[config.mk]
export PLATFORM = sky130hd
export DESIGN_NAME = led_ring_animation_controller
export DESIGN_NICKNAME = d
export VERILOG_FILES = /design/src/rtl/ledr_pkg.sv /design/src/rtl/ledr_ctrl.sv /design/src/rtl/ledr_dp.sv /design/src/rtl/led_ring_animation_controller.sv
export SDC_FILE = /design/constraint.sdc
export NUM_CORES = 1
export LEC_CHECK = 0
export BUFFER_PORTS_ARGS = -buffer_cell sky130_fd_sc_hd__buf_2
export CAP_MARGIN = 15
export CORE_ASPECT_RATIO = 0.7
export CORE_MARGIN = 4
export CORE_UTILIZATION = 30
export CTS_CLUSTER_SIZE = 10
export DETAILED_ROUTE_END_ITERATION = 8
export SLEW_MARGIN = 20
export SYNTH_ARGS = -nofsm -noshare
export SYNTH_HDL_FRONTEND = slang
export SYNTH_SLANG_ARGS = --single-unit
[constraint.sdc]
create_clock -name clk -period 6.85 [get_ports clk]
set_clock_uncertainty 0.1 [all_clocks]
set_input_delay 1.0275 -clock clk [delete_from_list [all_inputs] [get_ports clk]]
set_output_delay 1.0275 -clock clk [all_outputs]
set_load 0.05 [all_outputs]
[src/rtl/ledr_pkg.sv]
package ledr_pkg;

  // default ring capacity
  localparam int MAX_LEDS_DEFAULT = 64;
  // fixed by the 6-bit pixel index and position
  localparam int RING_LIMIT = 64;

  // operation codes
  localparam logic OP_TICK = 1'b0;
  localparam logic OP_SET  = 1'b1;

  // animation modes
  localparam logic [1:0] MODE_SOLID = 2'd0;
  localparam logic [1:0] MODE_FLASH = 2'd1;
  localparam logic [1:0] MODE_PULSE = 2'd2;
  localparam logic [1:0] MODE_CHASE = 2'd3;

  // configuration register indexes
  localparam int CFG_INDEX_W = 1;
  localparam int CFG_DATA_W  = 24;
  localparam logic [CFG_INDEX_W-1:0] CFG_BACKGROUND = 1'd0;
  localparam logic [CFG_INDEX_W-1:0] CFG_LED_COUNT  = 1'd1;

  // animation constants
  localparam logic [7:0] PULSE_STEPS = 8'd200;
  localparam logic [7:0] PULSE_HALF  = 8'd100;
  localparam logic [7:0] PULSE_FLOOR = 8'd55;
  localparam logic [7:0] FULL_BRIGHT = 8'd255;
  localparam logic [7:0] CHASE_TAIL  = 8'd3;
  localparam logic [6:0] RING_MIN    = 7'd3;
  localparam logic [6:0] LED_COUNT_RESET = 7'd12;

  // period / 200 = (period >> 3) / 25, with /25 as multiply by 5243 >> 17
  localparam int          PULSE_PRE_SHIFT = 3;
  localparam logic [12:0] PULSE_RECIP     = 13'd5243;
  localparam int          PULSE_SHIFT     = 17;

  typedef struct packed {
    logic        operation;
    logic [1:0]  mode;
    logic [23:0] color;
    logic [15:0] period;
    logic [15:0] duration;
  } in_item_t;

  typedef struct packed {
    logic        fill_all;
    logic [5:0]  pixel_index;
    logic [23:0] pixel_color;
    logic        set_brightness;
    logic [7:0]  brightness;
    logic        last;
  } out_item_t;

  // controller to datapath
  typedef struct packed {
    logic capture;
    logic set_apply;
    logic tick_inc;
    logic expire_chk;
    logic evaluate;
    logic solid_emit;
    logic flash_emit;
    logic pulse_emit;
    logic chase_start;
    logic chase_reduce;
    logic chase_bg;
    logic chase_head;
  } ledr_cmd_t;

  // datapath to controller
  typedef struct packed {
    logic       new_is_set;
    logic       set_solid;
    logic       fire;
    logic [1:0] act_mode;
    logic       mod_done;
    logic       slot_free;
  } ledr_status_t;

endpackage

[src/rtl/ledr_ctrl.sv]
module ledr_ctrl
  import ledr_pkg::*;
(
  input  logic         clk,
  input  logic         rst,
  input  logic         in_valid,
  output logic         in_ready,
  input  ledr_status_t status,
  output ledr_cmd_t    cmd
);

  localparam logic [3:0] S_IDLE    = 4'd0;
  localparam logic [3:0] S_SET     = 4'd1;
  localparam logic [3:0] S_SOLID   = 4'd2;
  localparam logic [3:0] S_TICK    = 4'd3;
  localparam logic [3:0] S_EXPIRE  = 4'd4;
  localparam logic [3:0] S_EVAL    = 4'd5;
  localparam logic [3:0] S_DECIDE  = 4'd6;
  localparam logic [3:0] S_FLASH   = 4'd7;
  localparam logic [3:0] S_PULSE   = 4'd8;
  localparam logic [3:0] S_CH_INC  = 4'd9;
  localparam logic [3:0] S_CH_MOD  = 4'd10;
  localparam logic [3:0] S_CH_BG   = 4'd11;
  localparam logic [3:0] S_CH_HEAD = 4'd12;

  logic [3:0] state;
  logic [3:0] state_next;

  assign in_ready = (state == S_IDLE);

  // next state and commands
  always_comb begin
    state_next = state;
    cmd        = '0;
    unique case (state)
      S_IDLE: begin
        if (in_valid) begin
          cmd.capture = 1'b1;
          state_next  = status.new_is_set ? S_SET : S_TICK;
        end
      end
      S_SET: begin
        cmd.set_apply = 1'b1;
        state_next    = status.set_solid ? S_SOLID : S_IDLE;
      end
      S_SOLID: begin
        if (status.slot_free) begin
          cmd.solid_emit = 1'b1;
          state_next     = S_IDLE;
        end
      end
      S_TICK: begin
        cmd.tick_inc = 1'b1;
        state_next   = S_EXPIRE;
      end
      S_EXPIRE: begin
        cmd.expire_chk = 1'b1;
        state_next     = S_EVAL;
      end
      S_EVAL: begin
        cmd.evaluate = 1'b1;
        state_next   = S_DECIDE;
      end
      S_DECIDE: begin
        state_next = S_IDLE;
        if (status.fire) begin
          unique case (status.act_mode)
            MODE_FLASH: state_next = S_FLASH;
            MODE_PULSE: state_next = S_PULSE;
            MODE_CHASE: state_next = S_CH_INC;
            default:    state_next = S_IDLE;
          endcase
        end
      end
      S_FLASH: begin
        if (status.slot_free) begin
          cmd.flash_emit = 1'b1;
          state_next     = S_IDLE;
        end
      end
      S_PULSE: begin
        if (status.slot_free) begin
          cmd.pulse_emit = 1'b1;
          state_next     = S_IDLE;
        end
      end
      S_CH_INC: begin
        cmd.chase_start = 1'b1;
        state_next      = S_CH_MOD;
      end
      S_CH_MOD: begin
        cmd.chase_reduce = 1'b1;
        if (status.mod_done) begin
          state_next = S_CH_BG;
        end
      end
      S_CH_BG: begin
        if (status.slot_free) begin
          cmd.chase_bg = 1'b1;
          state_next   = S_CH_HEAD;
        end
      end
      S_CH_HEAD: begin
        if (status.slot_free) begin
          cmd.chase_head = 1'b1;
          state_next     = S_IDLE;
        end
      end
      default: state_next = S_IDLE;
    endcase
  end

  // state register
  always_ff @(posedge clk) begin
    if (rst) begin
      state <= S_IDLE;
    end else begin
      state <= state_next;
    end
  end

endmodule

[src/rtl/ledr_dp.sv]
module ledr_dp
  import ledr_pkg::*;
#(
  parameter int MAX_LEDS = MAX_LEDS_DEFAULT
) (
  input  logic                   clk,
  input  logic                   rst,
  input  in_item_t               in_data,
  output logic                   out_valid,
  input  logic                   out_ready,
  output out_item_t              out_data,
  input  logic                   cfg_wr_en,
  input  logic [CFG_INDEX_W-1:0] cfg_index,
  input  logic [CFG_DATA_W-1:0]  cfg_data,
  input  ledr_cmd_t              cmd,
  output ledr_status_t           status
);

  localparam int RING_MAX = (MAX_LEDS < RING_LIMIT) ? MAX_LEDS : RING_LIMIT;

  // configuration
  logic [23:0] background_color;
  logic [6:0]  led_count;

  // animation state
  logic [31:0] time_now;
  logic [31:0] last_change_time;
  logic        override_active;
  logic [1:0]  override_mode;
  logic [23:0] override_color;
  logic [15:0] override_period;
  logic [15:0] override_length;
  logic [31:0] override_start;
  logic [1:0]  base_mode;
  logic [23:0] base_color;
  logic [15:0] base_period;
  logic        flash_phase;
  logic [7:0]  pulse_step;
  logic [5:0]  chase_position;

  // working registers
  in_item_t    item;
  logic [1:0]  act_mode;
  logic [23:0] act_color;
  logic [15:0] act_period;
  logic [31:0] elapsed;
  logic [25:0] pulse_prod;
  logic [6:0]  ring_n;
  logic [6:0]  chase_work;

  // combinational helpers
  logic [6:0]  ring_calc;
  logic [15:0] sel_period;
  logic [15:0] threshold;
  logic [31:0] ovr_age;
  logic [7:0]  tri_level;
  logic [7:0]  pulse_bright;
  logic [7:0]  tail_raw;
  logic [7:0]  tail;
  logic [5:0]  tail_index;
  logic [5:0]  head_index;
  logic        slot_free;
  out_item_t   emit_item;
  logic        emit;

  // ring size with clamping
  always_comb begin
    ring_calc = led_count;
    if (ring_calc < RING_MIN) ring_calc = RING_MIN;
    if (ring_calc > 7'(RING_MAX)) ring_calc = 7'(RING_MAX);
  end

  assign sel_period = override_active ? override_period : base_period;
  assign ovr_age    = time_now - override_start;
  assign threshold  = (act_mode == MODE_PULSE) ?
                      16'(pulse_prod[25:PULSE_SHIFT]) : act_period;

  // pulse triangle
  assign tri_level    = (pulse_step < PULSE_HALF) ? pulse_step : (PULSE_STEPS - pulse_step);
  assign pulse_bright = {tri_level[6:0], 1'b0} + PULSE_FLOOR;

  // chase tail three behind the head, position already below ring size
  assign tail_raw   = {2'b00, chase_position} + {1'b0, ring_n} - CHASE_TAIL;
  assign tail       = (tail_raw >= {1'b0, ring_n}) ? (tail_raw - {1'b0, ring_n}) : tail_raw;
  assign tail_index = 6'(ring_n - 7'd1 - tail[6:0]);
  assign head_index = 6'(ring_n - 7'd1 - {1'b0, chase_position});

  assign slot_free = !out_valid || out_ready;

  // status to the controller
  assign status.new_is_set = (in_data.operation == OP_SET);
  assign status.set_solid  = (item.mode == MODE_SOLID);
  assign status.fire       = (elapsed > {16'd0, threshold});
  assign status.act_mode   = act_mode;
  assign status.mod_done   = (chase_work < ring_n);
  assign status.slot_free  = slot_free;

  // command to load into the output register
  always_comb begin
    emit_item = '0;
    emit      = cmd.solid_emit | cmd.flash_emit | cmd.pulse_emit |
                cmd.chase_bg | cmd.chase_head;
    priority if (cmd.solid_emit) begin
      emit_item.fill_all    = 1'b1;
      emit_item.pixel_color = item.color;
      emit_item.last        = 1'b1;
    end else if (cmd.flash_emit) begin
      emit_item.fill_all       = 1'b1;
      emit_item.pixel_color    = flash_phase ? background_color : act_color;
      emit_item.set_brightness = 1'b1;
      emit_item.brightness     = FULL_BRIGHT;
      emit_item.last           = 1'b1;
    end else if (cmd.pulse_emit) begin
      emit_item.fill_all       = 1'b1;
      emit_item.pixel_color    = act_color;
      emit_item.set_brightness = 1'b1;
      emit_item.brightness     = pulse_bright;
      emit_item.last           = 1'b1;
    end else if (cmd.chase_bg) begin
      emit_item.pixel_index    = tail_index;
      emit_item.pixel_color    = background_color;
      emit_item.set_brightness = 1'b1;
      emit_item.brightness     = FULL_BRIGHT;
    end else if (cmd.chase_head) begin
      emit_item.pixel_index    = head_index;
      emit_item.pixel_color    = act_color;
      emit_item.set_brightness = 1'b1;
      emit_item.brightness     = FULL_BRIGHT;
      emit_item.last           = 1'b1;
    end else begin
      emit_item = '0;
    end
  end

  // output register
  always_ff @(posedge clk) begin
    if (rst) begin
      out_valid <= 1'b0;
    end else if (emit) begin
      out_valid <= 1'b1;
    end else if (out_ready) begin
      out_valid <= 1'b0;
    end
  end

  always_ff @(posedge clk) begin
    if (emit) begin
      out_data <= emit_item;
    end
  end

  // payload and working registers
  always_ff @(posedge clk) begin
    if (cmd.capture) begin
      item <= in_data;
    end
    if (cmd.evaluate) begin
      act_mode   <= override_active ? override_mode : base_mode;
      act_color  <= override_active ? override_color : base_color;
      act_period <= sel_period;
      elapsed    <= time_now - last_change_time;
      pulse_prod <= sel_period[15:PULSE_PRE_SHIFT] * PULSE_RECIP;
      ring_n     <= ring_calc;
    end
    if (cmd.chase_start) begin
      chase_work <= {1'b0, chase_position} + 7'd1;
    end else if (cmd.chase_reduce && !status.mod_done) begin
      chase_work <= chase_work - ring_n;
    end
  end

  // configuration and animation state
  always_ff @(posedge clk) begin
    if (rst) begin
      background_color <= '0;
      led_count        <= LED_COUNT_RESET;
      time_now         <= '0;
      last_change_time <= '0;
      override_active  <= 1'b0;
      override_mode    <= MODE_SOLID;
      override_color   <= '0;
      override_period  <= '0;
      override_length  <= '0;
      override_start   <= '0;
      base_mode        <= MODE_SOLID;
      base_color       <= '0;
      base_period      <= '0;
      flash_phase      <= 1'b0;
      pulse_step       <= '0;
      chase_position   <= '0;
    end else begin
      // register writes
      if (cfg_wr_en) begin
        unique case (cfg_index)
          CFG_BACKGROUND: background_color <= cfg_data[23:0];
          CFG_LED_COUNT:  led_count        <= cfg_data[6:0];
          default:        ;
        endcase
      end

      // set mode: override with nonzero duration, base otherwise
      if (cmd.set_apply) begin
        if (item.duration != 16'd0) begin
          override_active <= 1'b1;
          override_mode   <= item.mode;
          override_length <= item.duration;
          override_start  <= time_now;
          override_color  <= item.color;
          override_period <= item.period;
        end else begin
          base_mode   <= item.mode;
          base_color  <= item.color;
          base_period <= item.period;
        end
      end

      if (cmd.tick_inc) begin
        time_now <= time_now + 32'd1;
      end

      // override expiry
      if (cmd.expire_chk && override_active && (ovr_age > {16'd0, override_length})) begin
        override_active <= 1'b0;
      end

      if (cmd.flash_emit) begin
        last_change_time <= time_now;
        flash_phase      <= ~flash_phase;
      end

      if (cmd.pulse_emit) begin
        last_change_time <= time_now;
        pulse_step       <= (pulse_step == PULSE_STEPS - 8'd1) ? 8'd0 : pulse_step + 8'd1;
      end

      if (cmd.chase_start) begin
        last_change_time <= time_now;
      end

      // head position once reduced below ring size
      if (cmd.chase_reduce && status.mod_done) begin
        chase_position <= chase_work[5:0];
      end
    end
  end

endmodule

[src/rtl/led_ring_animation_controller.sv]
// set mode: capture, then S_SET applies it; a solid mode then loads its fill
//   command in S_SOLID once the output slot is free
// tick: S_TICK, S_EXPIRE, S_EVAL, S_DECIDE; if it fires, S_FLASH/S_PULSE loads
//   the command once the slot is free, and chase reduces the head in S_CH_MOD
//   until it is below the ring size, then S_CH_BG and S_CH_HEAD each load a
//   pixel command once the slot is free; throughput: one item at a time
// reset: synchronous, clears all animation state; led_count returns to 12
module led_ring_animation_controller
  import ledr_pkg::*;
#(
  parameter int MAX_LEDS = MAX_LEDS_DEFAULT
) (
  input  logic                   clk,
  input  logic                   rst,
  input  logic                   in_valid,
  output logic                   in_ready,
  input  in_item_t               in_data,
  output logic                   out_valid,
  input  logic                   out_ready,
  output out_item_t              out_data,
  input  logic                   cfg_wr_en,
  input  logic [CFG_INDEX_W-1:0] cfg_index,
  input  logic [CFG_DATA_W-1:0]  cfg_data
);

  ledr_cmd_t    cmd;
  ledr_status_t status;

  // sequencer
  ledr_ctrl u_ctrl (
    .clk      (clk),
    .rst      (rst),
    .in_valid (in_valid),
    .in_ready (in_ready),
    .status   (status),
    .cmd      (cmd)
  );

  // state, arithmetic and output register
  ledr_dp #(
    .MAX_LEDS (MAX_LEDS)
  ) u_dp (
    .clk       (clk),
    .rst       (rst),
    .in_data   (in_data),
    .out_valid (out_valid),
    .out_ready (out_ready),
    .out_data  (out_data),
    .cfg_wr_en (cfg_wr_en),
    .cfg_index (cfg_index),
    .cfg_data  (cfg_data),
    .cmd       (cmd),
    .status    (status)
  );

endmodule

==> results of run 1 <==
[where the power goes]
group          switching, mW  internal, mW  leakage, nW
Combinational           1.72         0.820         7.37
Sequential             0.244          3.23         3.83
Clock                   1.11          1.49        0.759
Total                   3.08          5.54         12.0
[registers in the layout (all words and copies together) (netlist names), 4 cells and up]
| name | cells |
|---|---|
| u_dp.item | 58 |
| u_dp.out_data | 40 |
| u_dp.elapsed | 32 |
| u_dp.last_change_time | 32 |
| u_dp.override_start | 32 |
| u_dp.time_now | 32 |
| u_dp.act_color | 24 |
| u_dp.background_color | 24 |
| u_dp.base_color | 24 |
| u_dp.override_color | 24 |
| u_dp.base_period | 16 |
| u_dp.override_length | 16 |
| u_dp.override_period | 16 |
| u_dp.act_period | 15 |
| u_dp.pulse_prod | 10 |
| u_dp.pulse_step | 8 |
| u_dp.chase_work | 7 |
| u_dp.led_count | 7 |
| u_dp.ring_n | 7 |
| u_dp.chase_position | 6 |
| u_ctrl.state | 4 |
[Yosys cell counts (all sizes together) (35+ instances only)]
| cell type | number | area, um2 |
|---|---|---|
| a21o | 49 | 368 |
| a21oi | 291 | 1460 |
| clkbuf | 106 | 398 |
| dfxtp | 248 | 4960 |
| edfxtp | 195 | 5860 |
| fa | 64 | 1280 |
| ha | 227 | 2840 |
| inv | 239 | 897 |
| mux2 | 35 | 394 |
| nand2 | 472 | 1770 |
| nor2 | 125 | 477 |
| o21ai | 60 | 300 |
| xnor2 | 74 | 648 |
| xor2 | 61 | 534 |
[layout make-up]
class	count	area (um2)
Fill cell	8383	54100
Multi-Input combinational cell	1823	12800
Sequential cell	443	10800
Clock buffer	87	1500
Tap cell	1080	1350
Inverter	239	897
Timing Repair Buffer	153	850
Clock inverter	6	95.1
Antenna cell	1	2.50
[worst max path at each step]
stage | startpoint | to | depth (start not counted)
floorplan | u_dp.override_active$_SDFFE_PP0P_ | u_dp.pulse_prod[25]$_DFFE_PP_ | 22
global placement | u_dp.override_active$_SDFFE_PP0P_ | u_dp.pulse_prod[25]$_DFFE_PP_ | 20
detailed placement | u_dp.override_active$_SDFFE_PP0P_ | u_dp.pulse_prod[25]$_DFFE_PP_ | 19
CTS | u_dp.override_active$_SDFFE_PP0P_ | u_dp.pulse_prod[25]$_DFFE_PP_ | 19
global route | u_dp.override_active$_SDFFE_PP0P_ | u_dp.pulse_prod[25]$_DFFE_PP_ | 19
finish | u_dp.override_active$_SDFFE_PP0P_ | u_dp.pulse_prod[25]$_DFFE_PP_ | 19
[tightest hold or removal path: stages, from the launching register on]
cell,delay [ns]
dfxtp_1,0.31
nand2_1,0.05
a21oi_1,0.05
[layer usage]
metal  track usage [%]  vias to the layer above
li1                  -                     9243
met1              22.0                     8765
met2              18.6                      462
met3              3.49                       69
met4              2.45                        4
met5                 0                        -
[cells by family after synthesis]
logic type               Yosys count
adder cells (fa/ha/maj)          291
buffers and inverters            350
multiplexers                      64
AO/OA/AOI/OAI                    541
flip-flops                       443
XOR/XNOR                         135
AND/OR/NAND/NOR                  792
[cell usage in the layout, fill, tap and decap left out, types with 12 or more instances in the layout]
cell	n
clkbuf_1	31
inv_1	237
a21oi_1	290
a222oi_1	24
nand2b_1	18
nor2_1	123
nand4_1	25
nor4_1	13
a21o_1	49
clkbuf_16	54
o21a_1	18
and3_1	20
xnor2_1	74
nor3_1	22
nor2b_1	18
ha_1	227
nand2_1	471
a31oi_1	12
mux2_2	35
buf_4	20
dfxtp_1	247
nand3_1	32
or3_1	13
o21ai_0	58
fa_1	64
xor2_1	61
mux2i_1	29
buf_2	130
edfxtp_1	195
==> results.yml, run 1 <==
outcome:
  status: "finished clean"
place:
  placed_area_mm2: 0.0267
  dp_hpwl_um: 44000
  portBuffers: 131
  post-place-ws_ns: 0.537
  place.gp.congestion: 0.877
  placedCellCount: 3737
clocking:
  cts_setup_buffers: 0
  htree_levels: 2
  clock_latency_ns: 0.62
  holdBufCountCts: 0
  ctsResizeCount: 0
  clk_pin_slew_worst_paths_ns: 0.06
  clk_path_buf_depth: 3
  clock_sinks: 443
  numCtsBuffers: 52
  cts_tree: "yes"
  cts_root_buf: "clkbuf_16"
yosys:
  synth_top_family_by_area: "adder cells"
  synth_area_mm2: 0.0249
  ys_async_sr_fraction_pct: 0
  synth_mux_area_share_pct: 2.75
  ys_ff_latch: 443
  synth_edf_count: 195
  ys_seq_area_share_pct: 43.5
  ys_types: 75
  ys_warn_count: 0
  synth_nets: 2996
  synthXorXnorAreaFrac_pct: 4.75
  synthAdderAreaFrac_pct: 16.6
  synth_compound_area_share_pct: 13.2
  ys.flop_type: "dfxtp_1"
  syn_area_per_cell_um2: 9.52
  syn_inst: 2616
  synth-simple-area-share_pct: 13.9
critical_path:
  cp_slowest_cell: "dfxtp_2"
  cpPeakStageDelay_ns: 0.58
  cp_top_family: "adder cells"
  worstPathRequired_ns: 7.09
  worstReg2RegEnd: "u_dp.pulse_prod[25]$_DFFE_PP_"
  path_common_cell: "fa_1"
  crit_chain: "buf_4 > mux2_2 > ha_1 > fa_1 > fa_1 > inv_1 > fa_1 > fa_1 > inv_1 > ha_1 > and3_1 > nand4_1 > a2bb2oi_1 > o21a_1 > a311oi_1 > a2111o_1 > a21o_1 > a21oi_1 > xnor2_1"
  worstReg2RegStart: "u_dp.override_active$_SDFFE_PP0P_"
  crit_path_end_kind: "flop"
  cp-start-kind: "flop"
  critPathMaxFanout: 14
  r2r_cells: 19
  r2r_setup_slack_ns: 0.51
  critPathKind: "flop to flop"
  critical_path_arrival_ns: 6.58
  path_buf_inv: 3
floorplanning:
  row_count: 88
  dieArea_mm2: 0.0877
  fp.coreArea_mm2: 0.0824
  fp.dieH_um: 249
  start_util_pct: 30.2
  die_w_um: 352
  io_pins: 132
worst_hold_path:
  whs_path_depth: 2
  min_from: "u_dp.last_change_time[21]$_SDFFE_PP0P_"
  min_to: "u_dp.last_change_time[21]$_SDFFE_PP0P_"
  hp-class: "flop to flop"
global_routing:
  track_usage_pct: 13.8
  grt_start_max_net_pins: 197
  overflow: 0
  grt_pass1_wl_um: 99500
  grt_pass1_vias: 17500
  antenna_found_initial: 6
sta:
  worstMarginPinSlew_ns: 1.06
  fmax_ghz: 0.158
  rsz0062_at_grt: "no"
  finalMaxSlewViolations: 0
  setup_tns_ns: 0
  hold_violations: 0
  slew_headroom_pct: 27.3
  period_share_pct: 92.6
  worst_slack_ns: 0.506
  holdWs_ns: 0.348
  layout_min_cycle_time_ns: 6.34
  setup_viol_count_final: 0
power:
  power_mw: 8.62
  p_leak_nw: 12.0
  powerDensity_mw_per_mm2: 304
  ir_worst_vdd_v: 0.000197
finish:
  fin_util_pct: 34.4
  drive_gt1_share_pct: 10.0
  design_area_mm2: 0.0283
  area_growth_pct: 13.7
  final_cells: 3832
  nets: 3092
route:
  route.vias.total: 18500
  met1Wirelength_um: 32900
  wl_um: 62100
  wl_per_cell_um: 16.2
  met3WireLength_um: 4460
  viasPerCell: 4.84
  drt-initial-drc-count: 1545
  maxUsedRoutingLayer: "met5"
  first_pass_iters: 6
  wl_met2_um: 23800
  route.detailed.drc: 0
  final_antenna_net_count: 0
job:
  maxCapViolations: 0
Power figures use the tool's default switching activity.
==> run 2: changes to the inputs <==
Clock period 6.85 ns to 6.86 ns, I/O delays scaled along.
==> run 2 against run 1 <==
Net effect:
- global-route usage rose by 0.071 points
- sequential cell count stayed put
- critical path type unchanged
- routed wire length rose by 0.30%
- core utilization decreased by 0.15 points
- register-to-register slack barely moved
- die area did not move
- worst setup slack worse by 0.0059 ns
==> results.yml, run 2 (synthesized netlist as in run 1, its figures left out) <==
floorplanning:
  die_w_um: 352
  fp.dieH_um: 249
  start_util_pct: 30.2
  row_count: 88
  fp.coreArea_mm2: 0.0824
  dieArea_mm2: 0.0877
  io_pins: 132
sta:
  worstMarginPinSlew_ns: 1.09
  slew_headroom_pct: 27.7
  setup_tns_ns: 0
  hold_violations: 0
  period_share_pct: 92.7
  finalMaxSlewViolations: 0
  rsz0062_at_grt: "no"
  layout_min_cycle_time_ns: 6.36
  holdWs_ns: 0.349
  fmax_ghz: 0.157
  setup_viol_count_final: 0
clocking:
  numCtsBuffers: 51
  clk_path_buf_depth: 3
  clock_latency_ns: 0.61
  cts_setup_buffers: 0
  clk_pin_slew_worst_paths_ns: 0.07
  ctsResizeCount: 0
  cts_tree: "yes"
  holdBufCountCts: 0
  clock_sinks: 443
  htree_levels: 2
  cts_root_buf: "clkbuf_16"
finish:
  regMostFlops: "u_dp.item"
  drive_gt1_share_pct: 9.83
  nets: 3090
  reg.largest.list: "u_dp.item x58, u_dp.out_data x40"
  largest_reg_flops: 58
  layout_commonest_cell: "nand2_1"
  fillers: 8445
  final_cells: 3829
  final_cell_mix: "nand2_1 (471), a21oi_1 (290), dfxtp_1 (247), inv_1 (237), ha_1 (227)"
  area_growth_pct: 13.2
critical_path:
  worstPathRequired_ns: 7.10
  cp-start-kind: "flop"
  crit_path_end_kind: "flop"
  critical_path_arrival_ns: 6.60
  critPathKind: "flop to flop"
  critPathMaxFanout: 18
route:
  first_pass_iters: 6
  wl_um: 62300
  wl_per_cell_um: 16.3
  final_antenna_net_count: 0
  route.vias.total: 18400
  route.detailed.drc: 0
  drt-initial-drc-count: 1519
  viasPerCell: 4.82
global_routing:
  antenna_found_initial: 7
  track_usage_pct: 13.9
  grt_start_max_net_pins: 96
  overflow: 0
  grt_pass1_vias: 17700
  grt_pass1_wl_um: 99700
power:
  powerDensity_mw_per_mm2: 302
  p_leak_nw: 11.9
  ir_worst_vdd_v: 0.000269
place:
  dp_hpwl_um: 44200
  placedCellCount: 3737
  portBuffers: 131
  place.gp.congestion: 0.880
worst_hold_path:
  hp-class: "flop to flop"
job:
  maxCapViolations: 0
outcome:
  status: "finished clean"
-- run 2: cell types whose count changed in the layout (fill, tap and decap cells not counted) --
cell,delta
clkbuf_1,+3
clkbuf_16,-2
buf_12,-1
buf_4,+1
buf_8,-1
clkbuf_8,-1
clkinv_16,-1
clkinv_2,-1
clkinv_4,+1
clkinv_8,-1
nand2b_1,-1
nand2b_2,+1
-- run 2: report_power, final --
part | internal [mW] | leakage [nW] | switching [mW]
Sequential | 3.22 | 3.83 | 0.249
Combinational | 0.817 | 7.36 | 1.71
Clock | 1.42 | 0.712 | 1.10
-- run 2: cell type report --
class	instances	area, um2	area share, %
Multi-Input combinational cell	1823	12800	45.4
Sequential cell	443	10800	38.4
Clock buffer	87	1440	5.12
Tap cell	1080	1350	4.79
Inverter	239	897	3.18
Timing Repair Buffer	152	822	2.92
Clock inverter	4	52.6	0.186
Antenna cell	1	2.50	0.00888
-- run 2: per-layer routing --
metal / vias to the layer above / track usage [%] / part of all wire, %
li1: 9236 / - / -
met5: - / 0 / 0.056
met1: 8701 / 22.1 / 53
met2: 427 / 18.7 / 38
met4: 6 / 2.46 / 1.5
met3: 71 / 3.51 / 6.9
-- run 2: stage by stage --
step                      cell area [um2]  total power, mW  utilization (%)  worst slack, ns
after global routing                28200             9.04             34.2           0.0861
after CTS                           28200             8.61             34.2            0.512
after global placement              26700             6.04             32.4            0.689
after floorplan                     24900             5.28                -            0.681
after detailed placement            26700             6.05             32.4            0.548
final                               28200             8.51             34.2            0.500
-- run 2: final timing paths --
kind / slack, ns / start / end / cells past startpoint
worst max-delay path: 0.50 / u_dp.override_active$_SDFFE_PP0P_ / u_dp.pulse_prod[25]$_DFFE_PP_ / 20
worst min-delay path: 0.35 / u_dp.last_change_time[29]$_SDFFE_PP0P_ / u_dp.last_change_time[29]$_SDFFE_PP0P_ / 2
worst max register to register: 0.50 / u_dp.override_active$_SDFFE_PP0P_ / u_dp.pulse_prod[25]$_DFFE_PP_ / 20
worst min register to register: 0.35 / u_dp.last_change_time[29]$_SDFFE_PP0P_ / u_dp.last_change_time[29]$_SDFFE_PP0P_ / 2
-- run 2: critical path, cell delays in order (launching register included) --
cell      delay [ns]
dfxtp_2         0.67
mux2i_1         0.40
inv_1           0.25
fa_1            0.52
ha_1            0.33
inv_1           0.10
fa_1            0.45
fa_1            0.56
inv_1           0.06
fa_1            0.47
ha_1            0.34
o211a_1         0.26
nand3_1         0.11
nor2_1          0.04
a31oi_1         0.15
o21a_1          0.24
a311oi_1        0.12
a2111o_1        0.45
a21o_1          0.22
a21oi_1         0.19
xnor2_1         0.08
==> run 3: changes to the inputs <==
Settings changed: ABC_CLOCK_PERIOD_IN_PS set to 6860, BUFFER_PORTS_ARGS -buffer_cell sky130_fd_sc_hd__buf_2 to unset, DONT_BUFFER_PORTS set to 1.
==> run 3 against run 2 <==
Net effect:
- die area did not move
- design area fell by 2.1%
- global-route usage is 0.14 points lower
- count of clock-buffer cells in the layout is 1 lower
- core utilization shrank 0.71 points
- maximum frequency increased by 1.2%
- sequential power rose by 8.6%
- register-to-register slack better by 0.07 ns
- total power down 0.26%
- combinational power down 15%
- clock power is 2% higher
- worst setup slack gained 0.073 ns
- largest cell class unchanged
- highest routed layer unchanged
==> results.yml, run 3 (synthesized netlist as in run 1, its figures left out) <==
outcome:
  status: "finished clean"
place:
  placedCellCount: 3606
  dp_hpwl_um: 43500
  place.gp.congestion: 0.877
  post-place-ws_ns: 0.621
  portBuffers: 0
sta:
  hold_violations: 0
  period_share_pct: 91.6
  setup_tns_ns: 0
  slew_headroom_pct: 32.0
  finalMaxSlewViolations: 0
  worstMarginPinSlew_ns: 0.994
  rsz0062_at_grt: "no"
  fmax_ghz: 0.159
  worst_slack_ns: 0.573
  layout_min_cycle_time_ns: 6.29
  setup_viol_count_final: 0
route:
  route.vias.total: 18000
  route.detailed.drc: 0
  final_antenna_net_count: 0
  drt-initial-drc-count: 1352
  first_pass_iters: 7
  viasPerCell: 4.85
  wl_per_cell_um: 16.6
  wl_um: 61600
critical_path:
  cp.depth: 20
  cp-start-kind: "flop"
  critical_path_arrival_ns: 6.53
  cpPeakStageDelay_ns: 0.59
  crit_path_end_kind: "flop"
  cp_top_family: "adder cells"
  path_common_cell: "fa_1"
  path_buf_inv: 3
  r2r_cells: 20
  critPathKind: "flop to flop"
  crit_chain: "mux2i_1 > inv_1 > fa_1 > ha_1 > inv_1 > fa_1 > fa_1 > inv_1 > fa_1 > ha_1 > o211a_1 > nand3_1 > nor2_1 > a31oi_1 > o21a_1 > a311oi_1 > a2111o_1 > a21o_1 > a21oi_1 > xnor2_1"
  cp_slowest_cell: "dfxtp_2"
  critPathMaxFanout: 15
  worstPathRequired_ns: 7.10
  r2r_setup_slack_ns: 0.57
finish:
  final_cells: 3704
  multi_input_area_mm2: 0.0128
  fillers: 8486
  largest_reg_flops: 58
  layout_commonest_cell: "nand2_1"
  regMostFlops: "u_dp.item"
  area_growth_pct: 10.9
  drive_gt1_share_pct: 5.46
  nets: 2960
  fin_util_pct: 33.5
  seqCellArea_mm2: 0.0108
  final_cell_mix: "nand2_1 (471), a21oi_1 (290), dfxtp_1 (247), inv_1 (237), ha_1 (227)"
  reg.largest.list: "u_dp.item x58, u_dp.out_data x40"
floorplanning:
  fp.coreArea_mm2: 0.0824
  row_count: 88
  start_util_pct: 30.2
  dieArea_mm2: 0.0877
  die_w_um: 352
  fp.dieH_um: 249
  io_pins: 132
global_routing:
  antenna_found_initial: 9
  overflow: 0
  grt_pass1_vias: 16800
  grt_pass1_wl_um: 98100
  track_usage_pct: 13.8
  grt_start_max_net_pins: 245
clocking:
  numCtsBuffers: 52
  cts_root_buf: "clkbuf_16"
  clock_sinks: 443
  clk_pin_slew_worst_paths_ns: 0.06
  ctsResizeCount: 0
  clock_latency_ns: 0.61
  cts_setup_buffers: 0
  clk_path_buf_depth: 3
  htree_levels: 2
  cts_tree: "yes"
  holdBufCountCts: 0
power:
  p_int_mw: 5.46
  seq_power_share_pct: 44.3
  powerDensity_mw_per_mm2: 308
  swShare_pct: 35.8
  p_leak_nw: 11.4
  p_sw_mw: 3.04
  combPwrFrac_pct: 25.3
  ir_worst_vdd_v: 0.000266
  pwr-share-clk_pct: 30.4
worst_hold_path:
  whs_path_depth: 2
  hp-class: "flop to flop"
job:
  maxCapViolations: 0
==> run 3: cell types whose count changed in the layout (fill, tap and decap cells not counted), sizes merged <==
cell,delta
buf,-130
diode,+4
clkinv,+3
clkbuf,-2
==> run 3: path summary, 6_finish.rpt <==
kind	startpoint	end
max	u_dp.override_active$_SDFFE_PP0P_	u_dp.pulse_prod[25]$_DFFE_PP_
min	u_dp.last_change_time[22]$_SDFFE_PP0P_	u_dp.last_change_time[22]$_SDFFE_PP0P_
max reg2reg	u_dp.override_active$_SDFFE_PP0P_	u_dp.pulse_prod[25]$_DFFE_PP_
min reg2reg	u_dp.last_change_time[22]$_SDFFE_PP0P_	u_dp.last_change_time[22]$_SDFFE_PP0P_
==> run 3: tightest hold or removal path, stage by stage, from the launching register on <==
cell and delay [ns]:
dfxtp_1 0.30, nand2_1 0.05, a21oi_1 0.05
==> run 3: per-stage QoR <==
step           cell area [um2]  hold slack, ns  power [mW]
3_3_place_gp             26000           0.340        5.94
2_1_floorplan            24900           0.332        5.28
3_5_place_dp             26000           0.343        5.96
4_1_cts                  27600           0.351        8.59
5_1_grt                  27600           0.366        9.00
6_report                 27600           0.349        8.49
==> run 3: area by class of cell <==
type	count	share of cell area [%]
clock buffers	86	5.33
flip-flops and latches	443	39.2
repair buffers	21	0.585
diodes	5	0.0453
clock inverters	7	0.326
well taps	1080	4.90
multi-input cells	1823	46.4
inverters	239	3.25
==> run 3: power by group through the flow <==
| stage | clock network [mW] | logic [mW] | registers (mW) |
|---|---|---|---|
| 2_1_floorplan | 0 | 1.60 | 3.68 |
| 3_3_place_gp | 0 | 2.13 | 3.81 |
| 3_5_place_dp | 0 | 2.14 | 3.81 |
| 4_1_cts | 2.66 | 2.16 | 3.77 |
| 5_1_grt | 2.78 | 2.42 | 3.80 |
| 6_report | 2.58 | 2.15 | 3.77 |
==> run 3: metal layers <==
metal  vias up  routed length [um]  share of wire (%)  GRT usage, %
li1       8971                   -                  -             -
met5         -                  54              0.088             0
met2       402               23700                 38          18.4
met3        58                4840                7.8          4.30
met4         8                 828                1.3          2.53
met1      8532               32300                 52          21.5
